==> src/lru_ts_pkg.sv <==
`timescale 1ns / 1ps

package lru_ts_pkg;

    localparam int PAGE_W  = 16;
    localparam int STAMP_W = 32;
    localparam int CFG_W   = 4;

    localparam logic [STAMP_W-1:0] STAMP_MAX = '1;

    typedef enum logic [3:0] {
        S_IDLE  = 4'b0001,
        S_SCAN  = 4'b0010,
        S_WRITE = 4'b0100,
        S_HOLD  = 4'b1000
    } t_state;

endpackage

==> src/lru_timestamp_page_replacer_core.sv <==
`timescale 1ns / 1ps

// LRU page replacer with per-frame last-use timestamps.
// Slave stream: one beat per page reference; tdata carries the page number,
// tuser the restart flag, which clears frames, time and fault count first.
// Master stream: one beat per reference with hit/evicted flags in tuser and
// evicted page, evicted stamp, access stamp and fault total in tdata.
// Config channel: frame limit; the user must write it only while the block is idle (not enforced).
// Each reference goes from accept through a scan state and an update state
// back to idle. The scan walks the page and stamp memories frame by frame
// through a single compare unit for the hit, the first free frame and the
// oldest stamp; the update state then writes the chosen frame and loads the
// result register. s_axis_tready is high only while idle.
// A stalled master side holds the result; a finished next item then waits in
// its update cycle until the output register is free.
// Reset empties all frames, clears time and fault count and sets the frame
// limit to NUM_FRAMES. No clearing pass is needed.
module lru_timestamp_page_replacer_core #(
    parameter int NUM_FRAMES = 8,
    parameter int PAGE_BITS  = 16
) (
    input  logic                                   i_clk,
    input  logic                                   i_rst_n,
    input  logic                                   i_cfg_valid,
    output logic                                   o_cfg_ready,
    input  logic [lru_ts_pkg::CFG_W-1:0]           i_cfg_data,   // frame_limit
    input  logic                                   s_axis_tvalid,
    output logic                                   s_axis_tready,
    input  logic [lru_ts_pkg::PAGE_W-1:0]          s_axis_tdata, // page
    input  logic                                   s_axis_tuser, // restart
    output logic                                   m_axis_tvalid,
    input  logic                                   m_axis_tready,
    // evicted_page, evicted_last_use, access_stamp, fault_total
    output logic [lru_ts_pkg::PAGE_W+3*lru_ts_pkg::STAMP_W-1:0] m_axis_tdata,
    output logic [1:0]                             m_axis_tuser  // hit, evicted
);
    import lru_ts_pkg::*;

    localparam int PW   = (PAGE_BITS < PAGE_W) ? PAGE_BITS : PAGE_W;
    localparam int IW   = (NUM_FRAMES > 1) ? $clog2(NUM_FRAMES) : 1;
    localparam int OW   = $clog2(NUM_FRAMES + 1);
    localparam int LW   = (OW > CFG_W) ? OW : CFG_W;
    localparam logic [IW-1:0] LAST_IDX = IW'(NUM_FRAMES - 1);
    localparam logic [LW-1:0] LIM_MAX  = LW'(NUM_FRAMES);

    logic [PW-1:0]      mem_pg [NUM_FRAMES];
    logic [STAMP_W-1:0] mem_st [NUM_FRAMES];

    t_state              r_state, n_state;
    logic [NUM_FRAMES-1:0] r_valid, n_valid;
    logic [OW-1:0]       r_occ, n_occ;
    logic [STAMP_W-1:0]  r_time, n_time;
    logic [STAMP_W-1:0]  r_fault, n_fault;
    logic [LW-1:0]       r_limit;
    logic                r_out_valid, n_out_valid;

    logic [IW-1:0]       r_idx, n_idx;
    logic [PW-1:0]       r_page, n_page;
    logic                r_hit, n_hit;
    logic [IW-1:0]       r_hit_idx, n_hit_idx;
    logic                r_free_ok, n_free_ok;
    logic [IW-1:0]       r_free_idx, n_free_idx;
    logic                r_old_ok, n_old_ok;
    logic [IW-1:0]       r_old_idx, n_old_idx;
    logic [STAMP_W-1:0]  r_old_st, n_old_st;
    logic [PW-1:0]       r_old_pg, n_old_pg;

    logic [PW-1:0]       r_pg_q;
    logic [STAMP_W-1:0]  r_st_q;
    logic [IW-1:0]       rd_addr;

    logic                wr_en;
    logic [IW-1:0]       wr_slot;

    logic                r_o_hit, n_o_hit;
    logic                r_o_ev, n_o_ev;
    logic [PW-1:0]       r_o_ev_pg, n_o_ev_pg;
    logic [STAMP_W-1:0]  r_o_ev_st, n_o_ev_st;
    logic [STAMP_W-1:0]  r_o_stamp, n_o_stamp;
    logic [STAMP_W-1:0]  r_o_fault, n_o_fault;

    logic [LW-1:0]       act_limit;
    logic [STAMP_W-1:0]  base_time;
    logic                vld_i;

    assign o_cfg_ready   = 1'b1;
    assign s_axis_tready = (r_state == S_IDLE);
    assign m_axis_tvalid = r_out_valid;
    assign m_axis_tuser  = {r_o_ev, r_o_hit};
    assign m_axis_tdata  = {r_o_fault, r_o_stamp, r_o_ev_st, PAGE_W'(r_o_ev_pg)};

    always_comb begin
        if (r_limit == '0) begin
            act_limit = LW'(1);
        end else if (r_limit > LIM_MAX) begin
            act_limit = LIM_MAX;
        end else begin
            act_limit = r_limit;
        end
    end

    always_comb begin
        if (r_state == S_SCAN && r_idx != LAST_IDX) begin
            rd_addr = r_idx + IW'(1);
        end else begin
            rd_addr = '0;
        end
    end

    assign vld_i     = r_valid[r_idx];
    assign base_time = s_axis_tuser ? '0 : r_time;

    always_comb begin
        n_state     = r_state;
        n_valid     = r_valid;
        n_occ       = r_occ;
        n_time      = r_time;
        n_fault     = r_fault;
        n_out_valid = r_out_valid;
        n_idx       = r_idx;
        n_page      = r_page;
        n_hit       = r_hit;
        n_hit_idx   = r_hit_idx;
        n_free_ok   = r_free_ok;
        n_free_idx  = r_free_idx;
        n_old_ok    = r_old_ok;
        n_old_idx   = r_old_idx;
        n_old_st    = r_old_st;
        n_old_pg    = r_old_pg;
        n_o_hit     = r_o_hit;
        n_o_ev      = r_o_ev;
        n_o_ev_pg   = r_o_ev_pg;
        n_o_ev_st   = r_o_ev_st;
        n_o_stamp   = r_o_stamp;
        n_o_fault   = r_o_fault;
        wr_en       = 1'b0;
        wr_slot     = '0;

        if (r_out_valid && m_axis_tready) begin
            n_out_valid = 1'b0;
        end

        case (r_state)
            S_IDLE: begin
                if (s_axis_tvalid) begin
                    if (s_axis_tuser) begin
                        n_valid = '0;
                        n_occ   = '0;
                        n_fault = '0;
                    end
                    n_time    = (base_time == STAMP_MAX) ? base_time : base_time + 1'b1;
                    n_page    = s_axis_tdata[PW-1:0];
                    n_idx     = '0;
                    n_hit     = 1'b0;
                    n_free_ok = 1'b0;
                    n_old_ok  = 1'b0;
                    n_state   = S_SCAN;
                end
            end
            S_SCAN: begin
                if (vld_i && r_pg_q == r_page && !r_hit) begin
                    n_hit     = 1'b1;
                    n_hit_idx = r_idx;
                end
                if (!vld_i && !r_free_ok) begin
                    n_free_ok  = 1'b1;
                    n_free_idx = r_idx;
                end
                if (vld_i && (!r_old_ok || r_st_q < r_old_st)) begin
                    n_old_ok  = 1'b1;
                    n_old_idx = r_idx;
                    n_old_st  = r_st_q;
                    n_old_pg  = r_pg_q;
                end
                if (r_idx == LAST_IDX) begin
                    n_state = S_WRITE;
                end else begin
                    n_idx = r_idx + IW'(1);
                end
            end
            S_WRITE: begin
                if (!r_out_valid || m_axis_tready) begin
                    wr_en     = 1'b1;
                    n_o_hit   = r_hit;
                    n_o_ev    = 1'b0;
                    n_o_ev_pg = '0;
                    n_o_ev_st = '0;
                    n_o_stamp = r_time;
                    n_o_fault = r_fault;
                    if (r_hit) begin
                        wr_slot = r_hit_idx;
                    end else begin
                        if (r_fault != STAMP_MAX) begin
                            n_fault   = r_fault + 1'b1;
                            n_o_fault = r_fault + 1'b1;
                        end
                        if (LW'(r_occ) < act_limit && r_free_ok) begin
                            wr_slot            = r_free_idx;
                            n_valid[r_free_idx] = 1'b1;
                            n_occ              = r_occ + OW'(1);
                        end else if (r_old_ok) begin
                            wr_slot   = r_old_idx;
                            n_o_ev    = 1'b1;
                            n_o_ev_pg = r_old_pg;
                            n_o_ev_st = r_old_st;
                        end else begin
                            wr_slot    = '0;
                            n_valid[0] = 1'b1;
                            n_occ      = OW'(1);
                        end
                    end
                    n_out_valid = 1'b1;
                    n_state     = S_IDLE;
                end
            end
            S_HOLD: begin
                n_state = S_IDLE;
            end
            default: begin
                n_state = S_IDLE;
            end
        endcase
    end

    always_ff @(posedge i_clk) begin
        r_pg_q <= mem_pg[rd_addr];
        r_st_q <= mem_st[rd_addr];
        if (wr_en) begin
            mem_pg[wr_slot] <= r_page;
            mem_st[wr_slot] <= r_time;
        end
    end

    always_ff @(posedge i_clk) begin
        if (!i_rst_n) begin
            r_state     <= S_IDLE;
            r_valid     <= '0;
            r_occ       <= '0;
            r_time      <= '0;
            r_fault     <= '0;
            r_limit     <= LIM_MAX;
            r_out_valid <= 1'b0;
        end else begin
            r_state     <= n_state;
            r_valid     <= n_valid;
            r_occ       <= n_occ;
            r_time      <= n_time;
            r_fault     <= n_fault;
            r_out_valid <= n_out_valid;
            if (i_cfg_valid && o_cfg_ready) begin
                r_limit <= LW'(i_cfg_data);
            end
        end
    end

    always_ff @(posedge i_clk) begin
        r_idx      <= n_idx;
        r_page     <= n_page;
        r_hit      <= n_hit;
        r_hit_idx  <= n_hit_idx;
        r_free_ok  <= n_free_ok;
        r_free_idx <= n_free_idx;
        r_old_ok   <= n_old_ok;
        r_old_idx  <= n_old_idx;
        r_old_st   <= n_old_st;
        r_old_pg   <= n_old_pg;
        r_o_hit    <= n_o_hit;
        r_o_ev     <= n_o_ev;
        r_o_ev_pg  <= n_o_ev_pg;
        r_o_ev_st  <= n_o_ev_st;
        r_o_stamp  <= n_o_stamp;
        r_o_fault  <= n_o_fault;
    end

endmodule
==> config.mk <==
export PLATFORM = sky130hd
export DESIGN_NAME = lru_timestamp_page_replacer_core
export DESIGN_NICKNAME = d
export VERILOG_FILES = /design/src/lru_ts_pkg.sv /design/src/lru_timestamp_page_replacer_core.sv
export SDC_FILE = /design/constraint.sdc
export NUM_CORES = 1
export LEC_CHECK = 0
export BUFFER_PORTS_ARGS = -buffer_cell sky130_fd_sc_hd__buf_2
export CORE_ASPECT_RATIO = 0.8
export CORE_UTILIZATION = 45
export DETAILED_ROUTE_END_ITERATION = 8
export GPL_TIMING_DRIVEN = 0
export SLEW_MARGIN = 20
export SYNTH_ARGS = -nofsm -noshare
export SYNTH_HDL_FRONTEND = slang
export SYNTH_SLANG_ARGS = --single-unit
==> constraint.sdc <==
create_clock -name i_clk -period 6.2 [get_ports i_clk]
set_input_delay 0 -clock i_clk [delete_from_list [all_inputs] [get_ports i_clk]]
set_output_delay 0 -clock i_clk [all_outputs]
set_load 0.01 [all_outputs]
==> out/metrics.csv, run 1 <==
stage,metric,value,unit
status,status,"complete, no violations",
setup_path,path_cells,"ha_1, ha_1, nand3b_1, clkbuf_1, buf_2, clkbuf_1, o221ai_1, a31oi_1",
synthesis,ys_ff_latch,709,
setup_path,critPathMaxFanout,10,
floorplan,die_h,224,um
grt,grt_pass1_wl,106000,um
routing,dr.pass1.iters,6,
synthesis,avgSynthCellArea,13.7,um^2
clocking,cts.clk_slew.worst_paths,0.07,ns
floorplan,start_util,0.459,
setup_path,critPathLaunchType,register,
synthesis,ys_types,75,
synthesis,syn_inst,2017,
grt,grt_usage,0.228,
timing,hold_violations,0,
timing,layout_setup_ws,2.10,ns
floorplan,rows,80,
finish,final_cell_mix,"edfxtp_1, nand2_1, buf_2",
clocking,clk_path_buf_depth,3,
routing,drcViolationCount,0,
clocking,cts_setup_buffers,0,
place,post-place-ws,2.31,ns
routing,wl,71000,um
setup_path,worstSetupPathType,register to register,
timing,min_period_over_period,0.662,
clocking,cts_tree,done,
pwr,powerDensity,296,mW/mm^2
hold_path,hold_class,input pin to register,
pwr,ir_drop,0.000223,V
grt,antenna_found_initial,4,
synthesis,ys_warn_count,0,
synthesis,synth_fp_nets,2082,
floorplan,die_area,0.0624,mm^2
timing,tightest_slew,1.09,ns
routing,via_count,17800,
timing,rsz0062_at_grt,false,
grt,grt_max_degree,38,
timing,period_needed,4.10,ns
clocking,numCtsBuffers,70,
synthesis,synth_edf_count,577,
place,portBuffers,140,
place,gp_congestion,0.850,
pwr,total_power,9590,uW
finish,final_common_cell,edfxtp_1,
clocking,clock_latency,0.63,ns
floorplan,die_w,279,um
routing,drt_iter0_markers,1948,
grt,gr-total-overflow,0,
routing,ant_nets,0,
floorplan,io_pins,143,
place,place_hpwl,48800,um
synthesis,netlist_area,0.0276,mm^2
timing,setup_viol,0,
timing,slew_viol_final,0,
setup_path,critPathRequiredTime,6.64,ns
timing,max_slew_margin,0.276,
grt,grt_pass1_vias,17200,
routing,via_per_inst,5.63,
pwr,leakage,0.0110,uW
clocking,root_buffer,clkbuf_16,
setup_path,critPathArrivalTime,4.54,ns
flow_run,drv_cap,0,
floorplan,coreArea,0.0602,mm^2
timing,max_freq,0.244,GHz
finish,area_growth,17.2,%
setup_path,critPathCaptureType,register,
clocking,htree_levels,3,
synthesis,yosys_most_used_dff,edfxtp_1,
setup_path,critPathSlowestCell,clkbuf_1,
clocking,clock-sinks,709,
finish,fill_cells,4973,
synthesis,yosysSeqAreaShare,0.723,
finish,nets,2344,
setup_path,slowest_delay,0.81,ns
timing,final.setup_skew,0.0368,ns
synthesis,ys_async_sr_fraction,0,
routing,drt-wirelength-per-cell,22.5,um
finish,drive_gt1_frac,0.144,
-- worst max-delay path, delay by kind of cell (launching register included) --
family / cells / cell delay, ns
AOI/OAI and AO/OA: 2 / 0.88
adders and majority gates: 2 / 0.50
buffers and inverters: 3 / 1.75
DFF: 1 / 0.63
and+or+nand+nor: 1 / 0.15
-- final timing paths --
path / startpoint / end / slack, ns / cells past startpoint
worst max-delay path: r_idx[0]$_SDFFCE_PN0P_ / r_st_q[16]$_DFF_P_ / 2.10 / 8
worst min-delay path: i_rst_n / r_occ[3]$_SDFFE_PN0P_ / 0.06 / 4
worst max register to register: r_idx[0]$_SDFFCE_PN0P_ / r_st_q[16]$_DFF_P_ / 2.10 / 8
worst min register to register: r_st_q[19]$_DFF_P_ / r_old_st[19]$_DFFE_PP_ / 0.43 / 0
-- repair_timing --
action / 4_1_cts / 5_1_grt
hold buffers: 28 / 0
endpoints found under the setup margin: 0 / 0
gates resized for setup: 0 / 0
hold endpoints to repair: 23 / 0
-- where the power goes --
part | switching [uW] | internal [uW] | leakage, uW
clock network | 1760 | 2260 | 0.00105
logic | 238 | 116 | 0.00358
registers | 55.1 | 5170 | 0.00640
total | 2050 | 7540 | 0.0110
-- state kept, by name, summed over array words and instances (netlist names), 32 cells and up --
name	cells
mem_st	256
mem_pg	128
r_fault	32
r_o_ev_st	32
r_o_fault	32
r_o_stamp	32
r_old_st	32
r_st_q	32
r_time	32
-- Yosys cell counts, types with 3 or more instances --
cell type  count  area, um^2
edfxtp_1     577       17300
nand2_1      290        1090
dfxtp_1      132        2640
nand3_1      128         641
o221ai_1      97         850
a21oi_1       79         395
clkbuf_1      70         263
a31oi_1       63         394
and2_1        57         357
xor2_1        46         403
inv_1         45         169
nor3_1        43         215
o21ai_0       42         210
ha_1          39         488
buf_2         38         190
nand4_1       30         188
nor2_1        28         105
xnor2_1       27         236
nor2b_1       18         113
and3_1        13        81.3
o31ai_1       13        97.6
nand2b_1      12        75.1
and4_1        10        87.6
nor4_1         9        56.3
buf_1          6        22.5
nand3b_1       6        45.0
a22o_1         5        43.8
a41oi_1        5        43.8
buf_4          5        37.5
mux2i_1        5        50.1
nand4b_1       5        43.8
o211ai_1       5        37.5
or2_2          5        31.3
or3_1          5        31.3
o22ai_1        4        25.0
and3b_1        3        26.3
and4b_1        3        30.0
clkbuf_2       3        15.0
mux2_2         3        33.8
nor3b_1        3        22.5
-- layer usage --
metal | up-vias | routed length (um) | track usage | share of wire
li1 | 8159 | - | - | -
met1 | 8801 | 32000 | 0.339 | 0.45
met2 | 716 | 31100 | 0.336 | 0.44
met3 | 100 | 6330 | 0.0497 | 0.089
met4 | 0 | 1620 | 0.0640 | 0.023
met5 | - | 0 | 0 | 0
-- metrics by stage --
stage               area [um^2]  hold WS [ns]  TNS (ns)   util  std cells
global route              32400        0.0749         0  0.539       3155
finish                    32400        0.0603         0  0.539       3156
CTS                       32400        0.0333         0  0.539       3155
global placement          29400         0.177   -411.51  0.488       2977
detailed placement        30000         0.178         0  0.498       2999
floorplan                 27600        0.0989         0      -       2017
-- cell type report --
cell class / count / area [um^2] / share of cell area
plain buffers: 123 / 539 / 0.0166
flip-flops and latches: 709 / 20000 / 0.616
well taps: 820 / 1030 / 0.0317
inverters: 47 / 180 / 0.00556
repair buffers: 190 / 1520 / 0.0469
diodes: 1 / 2.50 / 0.0000772
clock buffers: 106 / 2020 / 0.0623
clock inverters: 22 / 123 / 0.00378
multi-input cells: 1138 / 7030 / 0.217
-- cells by family after synthesis --
family | share of synthesized area
xor gates and xnor gates | 0.0231
DFF | 0.723
muxes | 0.00466
other | 0.000136
buffers and inverters | 0.0259
adders and majority gates | 0.0177
and+or+nand+nor | 0.121
AOI/OAI and AO/OA | 0.0854
Power figures use the tool's default switching activity.
==> run 2, diff against run 1 <==
Clock period 6.2 ns to 4.2 ns, I/O delays scaled along.
==> run 2 against run 1 <==
Effect of this change: worst hold slack improved by 0.023 ns; register-to-register slack got worse by 1.9 ns; setup slack got worse by 1.9 ns; largest cell class unchanged; highest routed layer unchanged.
==> out/metrics.csv, run 2 (synthesis results as in run 1) <==
stage,metric,value,unit,change
finish,final_cell_mix,"edfxtp_1, nand2_1, buf_2",,unchanged
pwr,ir_drop,0.000303,V,was 0.000223 V
routing,via_count,17700,,was 17800
clocking,numCtsBuffers,71,,was 70
clocking,cts_setup_buffers,0,,unchanged
timing,rsz0062_at_grt,false,,unchanged
finish,largest_reg_flops,256,,unchanged
routing,route.met2.wl,30500,um,was 31100 um
timing,tightest_slew,1.03,ns,was 1.09 ns
place,place_hpwl,48700,um,was 48800 um
clocking,clock-sinks,709,,unchanged
routing,route.met3.wl,5950,um,was 6330 um
clocking,htree_levels,3,,unchanged
setup_path,timing.critical_path.buf_inv,3,,unchanged
pwr,leakage,0.0111,uW,was 0.0110 uW
routing,drt-met1-wl,32800,um,was 32000 um
finish,multi_input_area,0.00703,mm^2,unchanged
clocking,clock_latency,0.63,ns,about the same
setup_path,path_cells,"inv_1, ha_1, a211oi_1, and2_1, clkbuf_1, o21ai_0, o211ai_1, nor2_4, buf_16",,"was ha_1, ha_1, nand3b_1, clkbuf_1, buf_2, clkbuf_1, o221ai_1, a31oi_1"
timing,hold_slack,0.0836,ns,was 0.0603 ns
pwr,powerDensity,448,mW/mm^2,was 296 mW/mm^2
routing,drt_iter0_markers,1952,,was 1948
grt,antenna_found_initial,5,,was 4
finish,drive_gt1_frac,0.149,,was 0.144
finish,final_common_cell,edfxtp_1,,unchanged
grt,grt_pass1_vias,16800,,was 17200
grt,grt_pass1_wl,105000,um,was 106000 um
timing,min_period_over_period,0.957,,was 0.662
setup_path,critPathRequiredTime,4.55,ns,was 6.64 ns
setup_path,critPathLaunchType,register,,unchanged
clocking,cts_tree,done,,unchanged
place,portBuffers,140,,unchanged
grt,grt_usage,0.227,,was 0.228
setup_path,critPathMaxFanout,18,,was 10
timing,hold_violations,0,,unchanged
timing,period_needed,4.02,ns,was 4.10 ns
setup_path,rr_startpoint,r_limit[3]$_SDFFE_PN1P_,,was r_idx[0]$_SDFFCE_PN0P_
routing,wl,70700,um,was 71000 um
clocking,root_buffer,clkbuf_16,,unchanged
setup_path,cp_top_family,compound AO/OA/AOI/OAI gates,,was buffers and inverters
routing,via_per_inst,5.62,,was 5.63
setup_path,crit_start,r_limit[3]$_SDFFE_PN1P_,,was r_idx[0]$_SDFFCE_PN0P_
finish,regMostFlops,mem_st,,unchanged
setup_path,critPathArrivalTime,4.37,ns,was 4.54 ns
routing,drt-wirelength-per-cell,22.4,um,was 22.5 um
finish,top_regs,"mem_st: 256 flops, mem_pg: 128 flops",,unchanged
finish,area_growth,17.7,%,was 17.2%
timing,setup_tns,0,ns,unchanged
clocking,clk_path_buf_depth,3,,unchanged
grt,gr-total-overflow,0,,unchanged
place,gp_congestion,0.835,,was 0.850
setup_path,critPathSlowestCell,a211oi_1,,was clkbuf_1
hold_path,min-delay-start,i_rst_n,,unchanged
floorplan,start_util,0.459,,unchanged
floorplan,die_w,279,um,unchanged
setup_path,critPathCaptureType,register,,unchanged
hold_path,whs_path_depth,4,,unchanged
floorplan,rows,80,,unchanged
finish,diodes,0,,was 1
hold_path,hold_class,input pin to register,,unchanged
setup_path,worstSetupPathType,register to register,,unchanged
routing,ant_nets,0,,unchanged
routing,routed.top_layer,met4,,unchanged
clocking,cts.clk_slew.worst_paths,0.06,ns,was 0.07 ns
setup_path,cp_num_cells,9,,was 8
finish,seq_area,0.0200,mm^2,unchanged
setup_path,reg2reg_depth,9,,was 8
floorplan,die_h,224,um,unchanged
finish,nets,2343,,was 2344
timing,setup_viol,0,,unchanged
floorplan,io_pins,143,,unchanged
floorplan,die_area,0.0624,mm^2,unchanged
timing,slew_viol_final,0,,unchanged
routing,dr.pass1.iters,5,,was 6
timing,final.setup_skew,0.0277,ns,was 0.0368 ns
setup_path,slowest_delay,0.80,ns,was 0.81 ns
flow_run,drv_cap,0,,unchanged
grt,grt_max_degree,38,,unchanged
status,status,"complete, no violations",,unchanged
finish,fill_cells,4950,,was 4973
floorplan,coreArea,0.0602,mm^2,unchanged
timing,max_slew_margin,0.310,,was 0.276
timing,max_freq,0.249,GHz,was 0.244 GHz
routing,drcViolationCount,0,,unchanged
[run 2: cell count changes in the layout (fill, tap and decap cells not counted)]
cell / delta
buf_12: +6
buf_16: -7
bufinv_16: +4
clkbuf_1: -8
clkbuf_16: +4
clkbuf_8: -3
clkinv_1: -1
clkinv_2: +4
clkinvlp_4: +4
diode_2: -1
inv_6: -1
[run 2: worst register-to-register path, stage by stage, from the launching register on]
cell      delay (ns)
dfxtp_1         0.34
inv_1           0.09
ha_1            0.30
a211oi_1        0.80
and2_1          0.23
clkbuf_1        0.42
o21ai_0         0.22
o211ai_1        0.74
nor2_4          0.33
buf_16          0.27
[run 2: power by group]
| part | internal, uW | leakage (uW) | switching (uW) |
|---|---|---|---|
| combinational | 170 | 0.00355 | 352 |
| clock | 3670 | 0.00114 | 2670 |
| sequential | 7630 | 0.00640 | 76.5 |
| total | 11500 | 0.0111 | 3100 |
[run 2: per-stage QoR]
stage	instance area [um^2]	cells	utilization	worst slack (ns)	total power, uW
after floorplan	27700	2017	-	-0.225	8110
after global placement	29400	2977	0.489	-2.57	8330
after detailed placement	29900	2998	0.497	0.211	8350
after CTS	32500	3158	0.541	0.196	14600
after global routing	32500	3157	0.540	0.0448	15000
final	32500	3157	0.540	0.183	14600
[run 2: final cells by class]
type                            count  area share
Timing Repair Buffer              189      0.0445
Buffer                            122      0.0165
Clock buffer                      100      0.0631
Tap cell                          820      0.0316
Sequential cell                   709       0.614
Multi-Input combinational cell   1138       0.216
Clock inverter                     32     0.00862
Inverter                           47     0.00554
[run 2: repair_timing]
action                                 CTS  global route
gates resized for setup                  0             0
hold buffers                            28             0
setup endpoints to repair                0             1
endpoints found under the hold margin   23             0
[run 2: final timing paths]
check | to | slack, ns
max reg2reg | mem_st[2][10]$_DFFE_PP_ | 0.18
min | r_occ[3]$_SDFFE_PN0P_ | 0.08
min reg2reg | r_old_st[3]$_DFFE_PP_ | 0.43
max | mem_st[2][10]$_DFFE_PP_ | 0.18
[run 2: metal layers]
metal | vias to the layer above | GRT usage
met5 | - | 0
met4 | 0 | 0.0580
met3 | 102 | 0.0413
met2 | 689 | 0.329
met1 | 8781 | 0.351
li1 | 8171 | -
